[src/design/gnnp_pkg.sv]
// Shared types and constants for the greedy nearest node planner.
// No dependencies; every other design file depends on this package.
package gnnp_pkg;

    localparam int NODE_CAP = 32;
    localparam int IDX_W    = $clog2(NODE_CAP);
    localparam int CNT_W    = $clog2(NODE_CAP + 1);
    localparam int COORD_W  = 24;
    localparam int ID_W     = 16;
    localparam int RAD_W    = 23;
    localparam int R2_W     = 2 * RAD_W;
    localparam int DIFF_W   = COORD_W + 1;
    localparam int SQ_W     = 2 * DIFF_W;
    localparam int DIST_W   = SQ_W + 2;

    localparam logic [1:0] OP_ADD   = 2'd0;
    localparam logic [1:0] OP_ROBOT = 2'd1;
    localparam logic [1:0] OP_PLAN  = 2'd2;

    localparam logic [1:0] KIND_ADD_ACK   = 2'd0;
    localparam logic [1:0] KIND_ROBOT_ACK = 2'd1;
    localparam logic [1:0] KIND_PLAN_ENT  = 2'd2;
    localparam logic [1:0] KIND_PLAN_DONE = 2'd3;

    localparam logic [1:0] ST_ACCEPTED = 2'd0;
    localparam logic [1:0] ST_NEAR     = 2'd1;
    localparam logic [1:0] ST_FULL     = 2'd2;

    localparam logic [RAD_W-1:0] RADIUS_RESET = RAD_W'(256);
    localparam logic [0:0] ADDR_RADIUS = 1'b0;

    typedef struct packed {
        logic [ID_W-1:0]           id;
        logic signed [COORD_W-1:0] x;
        logic signed [COORD_W-1:0] y;
        logic signed [COORD_W-1:0] z;
    } entry_t;

    typedef struct packed {
        logic             shift;
        logic             wr_main;
        logic             wr_stage;
        logic             set_taken;
        logic             init_taken;
        logic             copy;
        logic [IDX_W-1:0] wr_idx;
        logic [IDX_W-1:0] mark_idx;
        entry_t           wdata;
    } cell_ctrl_t;

endpackage

[src/design/gnnp_cell.sv]
// One cell of the rotating node chain: a table entry, its taken flag and a staged entry.
// Depends on gnnp_pkg.
module gnnp_cell (
    input  logic                          clk,
    input  logic                          rst_n,
    input  logic [gnnp_pkg::IDX_W-1:0]    my_idx,
    input  gnnp_pkg::cell_ctrl_t          ctrl,
    input  gnnp_pkg::entry_t              prev_entry,
    input  logic                          prev_taken,
    output gnnp_pkg::entry_t              entry,
    output logic                          taken
);
    import gnnp_pkg::*;

    entry_t entry_reg;
    entry_t stage_reg;
    logic   taken_reg;
    logic   hit;
    logic   mark_hit;

    assign hit      = (ctrl.wr_idx == my_idx);
    assign mark_hit = (ctrl.mark_idx == my_idx);
    assign entry    = entry_reg;
    assign taken    = taken_reg;

    always_ff @(posedge clk)
    begin
        if (ctrl.shift)
        begin
            entry_reg <= prev_entry;
        end
        else if (ctrl.copy)
        begin
            entry_reg <= stage_reg;
        end
        else if (ctrl.wr_main && hit)
        begin
            entry_reg <= ctrl.wdata;
        end
        if (ctrl.wr_stage && hit)
        begin
            stage_reg <= ctrl.wdata;
        end
    end

    always_ff @(posedge clk or negedge rst_n)
    begin
        if (!rst_n)
        begin
            taken_reg <= 1'b0;
        end
        else if (ctrl.shift)
        begin
            taken_reg <= prev_taken;
        end
        else if (ctrl.init_taken)
        begin
            taken_reg <= (my_idx == '0);
        end
        else if (ctrl.set_taken && mark_hit)
        begin
            taken_reg <= 1'b1;
        end
    end

endmodule

[config.mk]
export PLATFORM = sky130hd
export DESIGN_NAME = gnnp_cell
export DESIGN_NICKNAME = d
export VERILOG_FILES = /design/src/design/gnnp_pkg.sv /design/src/design/gnnp_cell.sv
export SDC_FILE = /design/constraint.sdc
export NUM_CORES = 1
export LEC_CHECK = 0
export BUFFER_PORTS_ARGS = -buffer_cell sky130_fd_sc_hd__buf_2
export CAP_MARGIN = 20
export CORE_ASPECT_RATIO = 1.25
export CORE_MARGIN = 4
export CORE_UTILIZATION = 40
export CTS_CLUSTER_SIZE = 8
export DETAILED_ROUTE_END_ITERATION = 16
export PLACE_DENSITY = 0.68
export SLEW_MARGIN = 10
export SYNTH_ARGS = -nofsm -noshare
export SYNTH_HDL_FRONTEND = slang
export SYNTH_SLANG_ARGS = --single-unit
[constraint.sdc]
create_clock -name clk -period 0.9 [get_ports clk]
set_input_delay 0.135 -clock clk [delete_from_list [all_inputs] [get_ports clk]]
set_output_delay 0.135 -clock clk [all_outputs]
set_load 0.02 [all_outputs]
==> impl_results.md <==
- Status: complete, but fails checks
- Failing checks: negative setup slack
- Initial antenna violation count: 2
- Combinational family with the most area after synthesis: multiplexers
- RSZ-0062 raised after global routing: true
- Nets: 1183
- Slew Viols, Final: 0
- Remaining Overflow, GRT: 0
- Die area: 0.0204 mm²
- Fraction of synthesized area in multiplexers: 12.1%
- CP dominant cell by count: buf_8
- CP max FO: 7
- Chip height: 159 µm
- CTS tree: yes
- DR DRC count: 0
- Initial core utilization: 41.1%
- Synth unique cells: 20
- Worst-Margin Slew: 344 ps
- Number of global-route vias before repair: 6649
- Clk Latency, worst-skew pair: 420 ps
- Area contributors post-synth: edfxtp_1, mux2i_1, o21ai_0, nand2_1, buf_2
- DR vias: 6143
- YS warnings: 0
- HPWL after DPL: 13.8 mm
- Clk buf depth: 2
- Final setup margin: -295 ps
- Synthesis-to-finish area growth: 76.5%
- Fmax achieved: 837 MHz
- Final core utilization: 72.6%
- 1st-iter DRT viols: 466
- First-pass GRT wire length: 34.9 mm
- # setup viols final: 278
- Post-synth EDFFs: 176
- CTS sink count: 177
- Synth Area in Simple Gates: 5.02%
- Yosys top cell area share: 72.9%
- Synthesized area per cell: 14.8 µm²
- Synth Area in Adders: 0%
- H-tree depth: 4
- Top-count cell post-synth: edfxtp_1
- Min Hold Slack: 13.9 ps
- Yosys top cell by area: edfxtp_1
- Number of max-cap violations: 0
- Inserted Clock Buffers: 17
- Worst rel slew slack: 77.0%
- Leak: 5.44 nW
- Max incr delay on CP: 190 ps
- Compound-Gate Fraction of Synth Area: 6.59%
- Die span in x: 128 µm
- Post-Syn Instances: 491
- I/O Buffers: 288
- Hold Crit Class: primary input to flip-flop
- Post-synth top cells: edfxtp_1, nand2_1, mux2i_1, o21ai_0, clkbuf_1
- Share of layout cells above drive strength 1: 40.1%
- Multi-input gate area: 0.00193 mm²
- Drt first pass iters: 4
- Global-route usage over all layers: 22.5%
- Worst EP required: 1030 ps
- Final period utilization: 133%
- Pin count of the biggest net entering global routing: 48
- Skew final: 10.7 ps
- Setup crit end kind: flip-flop
- Slowest CP cell: a211o_4
- Pwr Total: 21.8 mW
- Minimum clock period: 1200 ps
- Root Driver: clkbuf_16
- Number of placement rows: 54
- Routed Antenna Nets: 0
- Sequential area share after synthesis: 73.2%
- VDD IR max: 1500 µV
- Post-synthesis xor/xnor area fraction: 1.21%
- Share of synthesized registers carrying an async set or reset: 0.565%
- Sequential Area: 0.00531 mm²
- # IOs: 289
- Hold Vio Cnt, Final: 0
- Routed wire length: 24.2 mm
- Synthesized area: 0.00725 mm²
- Critical Path Source Type: primary input
- Via-to-Cell Ratio: 5.03
- Worst EP arrival: 1330 ps
- Fill cell count: 1094
- Gpl congestion: 0.790
- Post-synth top flop: edfxtp_1
- Setup CP Type: primary input to flip-flop
- Total nets after synthesis: 691
- Crit path cell chain: buf_8 > xnor2_4 > nand3_2 > nor3_4 > buf_4 > a211o_4 > buf_8 > clkbuf_16
- Avg WL per Cell: 19.8 µm
- Power density over the cells: 1700 mW/mm²
- FF+latch count, synth: 177
- CP delay by family, top: buffers and inverters
- Core ar.: 0.0176 mm²
- Clock slew at reported path FFs: 70 ps
- WP buf/inv: 4
## kinds of logic after synthesis
logic type      Yosys count
xor+xnor                 10
flops                   177
simple gates             94
compound gates           92
buf+inv                  30
mux                      88
## metrics by stage
stage	setup TNS, ps	cell area (µm²)	setup WS [ps]	cells
finish	-56150	12800	-295	1222
global route	-66490	12800	-324	1221
CTS	-50560	12500	-253	1218
detailed placement	-139840	9240	-677	1004
global placement	-138750	9240	-687	1004
floorplan	-126320	7470	-730	491
## power by group
part / internal [mW] / total [mW] / switching (mW) / leakage (nW)
clock: 4.98 / 8.20 / 3.22 / 0.316
combinational: 2.03 / 3.76 / 1.73 / 3.41
sequential: 9.63 / 9.84 / 0.207 / 1.72
## layout make-up
| class | instances | share of cell area (%) |
|---|---|---|
| clock buffers | 17 | 3.32 |
| flip-flops and latches | 177 | 41.5 |
| well taps | 224 | 2.19 |
| diodes | 2 | 0.0391 |
| repair buffers | 503 | 36.1 |
| clock inverters | 15 | 1.80 |
| multi-input cells | 284 | 15.0 |
## tightest hold or removal path, stage by stage
cell and delay [ps]:
buf_2 80, nand2_1 40, o21ai_0 70
## routing by layer
metal | up-vias | global-route usage [%] | wire length [µm]
li1 | 2826 | - | -
met5 | - | 0 | 12
met1 | 2982 | 25.3 | 8770
met2 | 282 | 41.0 | 13200
met4 | 2 | 10.1 | 684
met3 | 51 | 4.53 | 1500
## cell usage in the layout (no fill, tap or decap), types with 3 or more instances in the layout
cell	instances
bufinv_16	5
edfxtp_1	176
buf_2	203
buf_6	85
clkbuf_16	20
buf_4	23
xor2_1	4
inv_6	3
buf_16	19
mux2i_1	87
o21ai_1	54
dlygate4sd3_1	149
buf_12	15
buf_8	6
o21ai_0	34
nand2_1	89
## worst paths after layout
path,end,slack (ps),cells after the start,startpoint
min in group asynchronous,taken$_DFFE_PN0P_,540,3,rst_n
min reg2reg,entry[5]$_DFFE_PP_,600,2,stage_reg[5]$_DFFE_PP_
min,entry[73]$_DFFE_PP_,10,3,prev_entry[73]
max in group asynchronous,taken$_DFFE_PN0P_,260,3,rst_n
max,entry[5]$_DFFE_PP_,-300,8,ctrl[93]
max reg2reg,entry[34]$_DFFE_PP_,-70,2,stage_reg[34]$_DFFE_PP_
## timing repair
action	CTS	global route
pin swaps	0	9
cloned	17	4
setup endpoints to repair	270	315
hold buffers	149	0
buffers inserted	16	3
endpoints found under the hold margin	148	0
resized for setup	124	133
(Power assumes the default switching activity.)
