===== config.mk =====
export PLATFORM = sky130hd
export DESIGN_NAME = gnnp_dist
export DESIGN_NICKNAME = d
export VERILOG_FILES = /design/src/design/gnnp_pkg.sv /design/src/design/gnnp_dist.sv
export SDC_FILE = /design/constraint.sdc
export NUM_CORES = 2
export LEC_CHECK = 0
export BUFFER_PORTS_ARGS = -buffer_cell sky130_fd_sc_hd__buf_2
export CORE_MARGIN = 5
export CORE_UTILIZATION = 30
export CTS_CLUSTER_SIZE = 12
export DETAILED_ROUTE_END_ITERATION = 10
export GPL_ROUTABILITY_DRIVEN = 0
export GPL_TIMING_DRIVEN = 0
export SLEW_MARGIN = 20
export SYNTH_ARGS = -nofsm -noshare
export SYNTH_HDL_FRONTEND = slang
export SYNTH_SLANG_ARGS = --single-unit

===== constraint.sdc =====
create_clock -name clk -period 6.51 [get_ports clk]
set_input_delay 0.3255 -clock clk [delete_from_list [all_inputs] [get_ports clk]]
set_output_delay 0.3255 -clock clk [all_outputs]
set_load 0.1 [all_outputs]

===== src/design/gnnp_pkg.sv =====
// Shared types and constants for the greedy nearest node planner.
// No dependencies; every other design file depends on this package.
package gnnp_pkg;

    localparam int NODE_CAP = 32;
    localparam int IDX_W    = $clog2(NODE_CAP);
    localparam int CNT_W    = $clog2(NODE_CAP + 1);
    localparam int COORD_W  = 24;
    localparam int ID_W     = 16;
    localparam int RAD_W    = 23;
    localparam int R2_W     = 2 * RAD_W;
    localparam int DIFF_W   = COORD_W + 1;
    localparam int SQ_W     = 2 * DIFF_W;
    localparam int DIST_W   = SQ_W + 2;

    localparam logic [1:0] OP_ADD   = 2'd0;
    localparam logic [1:0] OP_ROBOT = 2'd1;
    localparam logic [1:0] OP_PLAN  = 2'd2;

    localparam logic [1:0] KIND_ADD_ACK   = 2'd0;
    localparam logic [1:0] KIND_ROBOT_ACK = 2'd1;
    localparam logic [1:0] KIND_PLAN_ENT  = 2'd2;
    localparam logic [1:0] KIND_PLAN_DONE = 2'd3;

    localparam logic [1:0] ST_ACCEPTED = 2'd0;
    localparam logic [1:0] ST_NEAR     = 2'd1;
    localparam logic [1:0] ST_FULL     = 2'd2;

    localparam logic [RAD_W-1:0] RADIUS_RESET = RAD_W'(256);
    localparam logic [0:0] ADDR_RADIUS = 1'b0;

    typedef struct packed {
        logic [ID_W-1:0]           id;
        logic signed [COORD_W-1:0] x;
        logic signed [COORD_W-1:0] y;
        logic signed [COORD_W-1:0] z;
    } entry_t;

    typedef struct packed {
        logic             shift;
        logic             wr_main;
        logic             wr_stage;
        logic             set_taken;
        logic             init_taken;
        logic             copy;
        logic [IDX_W-1:0] wr_idx;
        logic [IDX_W-1:0] mark_idx;
        entry_t           wdata;
    } cell_ctrl_t;

endpackage


===== src/design/gnnp_dist.sv =====
// Three-stage squared distance unit fed from the head of the node chain.
// Depends on gnnp_pkg.
module gnnp_dist (
    input  logic                                clk,
    input  logic                                rst_n,
    input  logic                                in_valid,
    input  logic [gnnp_pkg::IDX_W-1:0]          in_tag,
    input  gnnp_pkg::entry_t                    in_entry,
    input  logic signed [gnnp_pkg::COORD_W-1:0] qx,
    input  logic signed [gnnp_pkg::COORD_W-1:0] qy,
    input  logic signed [gnnp_pkg::COORD_W-1:0] qz,
    output logic                                out_valid,
    output logic [gnnp_pkg::IDX_W-1:0]          out_tag,
    output gnnp_pkg::entry_t                    out_entry,
    output logic [gnnp_pkg::DIST_W-1:0]         out_dist
);
    import gnnp_pkg::*;

    logic [DIFF_W-1:0] ex, ey, ez;
    logic [DIFF_W-1:0] ax_reg, ay_reg, az_reg;
    logic [SQ_W-1:0]   sx_reg, sy_reg, sz_reg;
    logic [DIST_W-1:0] d_reg;
    logic [2:0]        v_reg;
    logic [IDX_W-1:0]  tag1_reg, tag2_reg, tag3_reg;
    entry_t            e1_reg, e2_reg, e3_reg;

    assign ex = {qx[COORD_W-1], qx} - {in_entry.x[COORD_W-1], in_entry.x};
    assign ey = {qy[COORD_W-1], qy} - {in_entry.y[COORD_W-1], in_entry.y};
    assign ez = {qz[COORD_W-1], qz} - {in_entry.z[COORD_W-1], in_entry.z};

    always_ff @(posedge clk)
    begin
        ax_reg   <= ex[DIFF_W-1] ? (~ex + 1'b1) : ex;
        ay_reg   <= ey[DIFF_W-1] ? (~ey + 1'b1) : ey;
        az_reg   <= ez[DIFF_W-1] ? (~ez + 1'b1) : ez;
        tag1_reg <= in_tag;
        e1_reg   <= in_entry;
        sx_reg   <= SQ_W'(ax_reg) * SQ_W'(ax_reg);
        sy_reg   <= SQ_W'(ay_reg) * SQ_W'(ay_reg);
        sz_reg   <= SQ_W'(az_reg) * SQ_W'(az_reg);
        tag2_reg <= tag1_reg;
        e2_reg   <= e1_reg;
        d_reg    <= DIST_W'(sx_reg) + DIST_W'(sy_reg) + DIST_W'(sz_reg);
        tag3_reg <= tag2_reg;
        e3_reg   <= e2_reg;
    end

    always_ff @(posedge clk or negedge rst_n)
    begin
        if (!rst_n)
        begin
            v_reg <= '0;
        end
        else
        begin
            v_reg <= {v_reg[1:0], in_valid};
        end
    end

    assign out_valid = v_reg[2];
    assign out_tag   = tag3_reg;
    assign out_entry = e3_reg;
    assign out_dist  = d_reg;

endmodule


==> flow_summary.ini <==
[cells_and_area]
multi_input_area_um2 = 57100
area_growth_pct = 23.5
drive_gt1_share_pct = 18.7
register_area_um2 = 11400
fin_area_um2 = 91400
utilization_pct = 37.2
fill_cells = 23900
nets = 11000

[die]
die_y_um = 507
num_rows = 182
initial_core_util_pct = 30.1
dieWidth_um = 507
dieArea_um2 = 257000
coreArea_um2 = 246000
ios = 314

[setup_path]
required_ns = 7.11
crit_type = flip-flop to flip-flop
worstPathArrival_ns = 7.93
r2r_slack_ns = -0.82
end_kind = flip-flop
cp_max_fo = 8
worstReg2RegEnd = sx_reg[46]
r2r_cells = 28
slowest_stage = fa_2
cp_common_cell = fa_1
r2r_start = ax_reg[2]
max_stage_delay_ns = 0.61
start_kind = flip-flop

[synthesis]
synth_top_area_share_pct = 39.3
syn_avg_cell_area_um2 = 9.47
synth_seq_cells = 556
synth_edf_count = 0
synth_most_common_cell = inv_1
async_flop_share_pct = 0.540
postSynthCellCount = 7811
yosysSeqAreaShare_pct = 15.1
synth_top_family_by_area = adder cells
synth-adder-area-share_pct = 50.9
synth_common_cells = inv_1, fa_1, ha_1
synth_area_um2 = 74000
synthMuxAreaShare_pct = 0.157
synth_compound_area_share_pct = 7.81
synthXorXnorAreaFrac_pct = 3.66
yosysTopAreaCell = fa_1
synth_flop_cell = dfxtp_1
synth.distinct_cells = 87
yosysWarnings = 0
yosys-top-cells-area = fa_1, dfxtp_1, ha_1
synthSimpleGateAreaFrac_pct = 10.7

[sta]
finalCritPeriodShare_pct = 113
skew_ns = 0.0661
final-max-slew-violation-count = 0
relSlewSlack_pct = 27.4
hold_viol = 0
max_clock_freq_ghz = 0.137
hold_ws_ns = 0.0583
setup_viol = 65
rsz0062_at_grt = true
finalSetupTns_ns = -24.91
layout_setup_ws_ns = -0.816
worst_slew_pin_slew_ns = 1.08
layout_min_cycle_time_ns = 7.33

[global_route]
grt_usage_pct = 17.1
grt_pass1_wl_um = 344000
grt-ovfl-total = 0
antenna_found_initial = 14
grt_pass1_vias = 61100
grt_max_degree = 13

[cts]
clock_path_buffers = 3
insertion_delay_ns = 0.74
cts_max_level = 3
numCtsBuffers = 67
cts.clk_slew.worst_paths_ns = 0.06
cts_sinks = 556
cts-root-buf = clkbuf_16
cts_tree = yes

[place]
portBuffers = 313
place_hpwl_um = 173000
place_area_um2 = 80000

[detailed_routing]
ant_nets = 0
vias_per_cell = 4.67
wire_per_inst_um = 18.4
firstDrtPassIters = 5
num_vias = 55700
drt_iter0_markers = 3523
drc = 0
wl_um = 220000

[job]
max_cap_viol_count = 0

[hold_path]
hold_path.class = input pin to flip-flop
hold_path_end = ay_reg[0]
holdPathStages = 4
hp-start = qy[0]

[run_status]
status = complete, but fails checks
violations = setup timing
-- cells by family (layout without fill, tap and decap cells) --
kind of cell / after synthesis / after routing
buffers and inverters: 2306 / 3187
AOI/OAI and AO/OA: 875 / 875
muxes: 11 / 11
and+or+nand+nor: 1613 / 1613
xor gates and xnor gates: 309 / 309
adders and majority gates: 2140 / 2140
other: 1 / 10
DFF: 556 / 556
-- worst max-delay path, delay by kind of cell (launching register included) --
| kind | cells | cell delay, ns |
|---|---|---|
| AOI/OAI and AO/OA | 7 | 1.18 |
| xor gates and xnor gates | 1 | 0.26 |
| adders and majority gates | 8 | 3.85 |
| buffers and inverters | 9 | 0.94 |
| DFF | 1 | 0.43 |
| and+or+nand+nor | 3 | 0.53 |
-- worst max-delay path by stage --
| stage | startpoint | depth (start not counted) | to |
|---|---|---|---|
| floorplan | ax_reg[20] | 26 | sx_reg[44] |
| global placement | ax_reg[5] | 23 | sx_reg[48] |
| detailed placement | ax_reg[5] | 23 | sx_reg[47] |
| CTS | ax_reg[11] | 27 | sx_reg[48] |
| global route | ax_reg[5] | 28 | sx_reg[46] |
| finish | ax_reg[2] | 28 | sx_reg[46] |
-- cells in the final DEF, fill, tap and decap left out, types with 37 or more instances in the layout --
cell and count:
o21ai_0 112, clkbuf_16 128, nand3_1 57, nor2_1 223
and2_1 353, xor2_1 94, inv_2 102, clkbuf_1 37
o21bai_1 37, nand2_2 37, xnor2_1 190, inv_1 1979
ha_4 44, a21o_1 143, dfxtp_1 480, fa_2 57
clkbuf_8 63, buf_2 316, dlygate4sd3_1 96, fa_1 1395
buf_4 284, dfxtp_4 55, ha_1 626, nor3_1 52
a21oi_1 203, nand2b_1 42, nor2b_1 46, nand2_1 528
o21a_1 49, buf_6 71
-- routing by layer --
metal / vias up / GRT usage (%) / wire [um]
li1: 25200 / - / -
met5: - / 0 / 30
met1: 27900 / 21.1 / 86600
met4: 4 / 8.40 / 12900
met3: 548 / 3.53 / 17400
met2: 2004 / 28.4 / 103000
-- timing repair --
action,4_1_cts,5_1_grt
buffers inserted,282,114
hold buffers,96,0
cloned,1,1
hold endpoints to repair,99,0
endpoints found under the setup margin,103,87
gates resized for setup,1011,329
pin swaps,275,288
-- stage by stage --
stage / setup WS, ns / cells
after global placement: -2.49 / 11300
after floorplan: -0.00814 / 7813
final: -0.816 / 11900
after global routing: -0.988 / 11900
after detailed placement: -2.46 / 11300
after CTS: -0.699 / 11800
-- area by class of cell --
type | count | share of cell area [%]
Buffer | 180 | 3.00
Inverter | 2107 | 8.77
Antenna cell | 7 | 0.0192
Timing Repair Buffer | 786 | 6.46
Tap cell | 3220 | 4.41
Clock inverter | 27 | 0.419
Sequential cell | 556 | 12.4
Multi-Input combinational cell | 4951 | 62.4
Clock buffer | 87 | 2.04
Power is left out: the tool's default activity adds up to more than one toggle a clock period on the data nets, which glitch-free logic cannot reach.
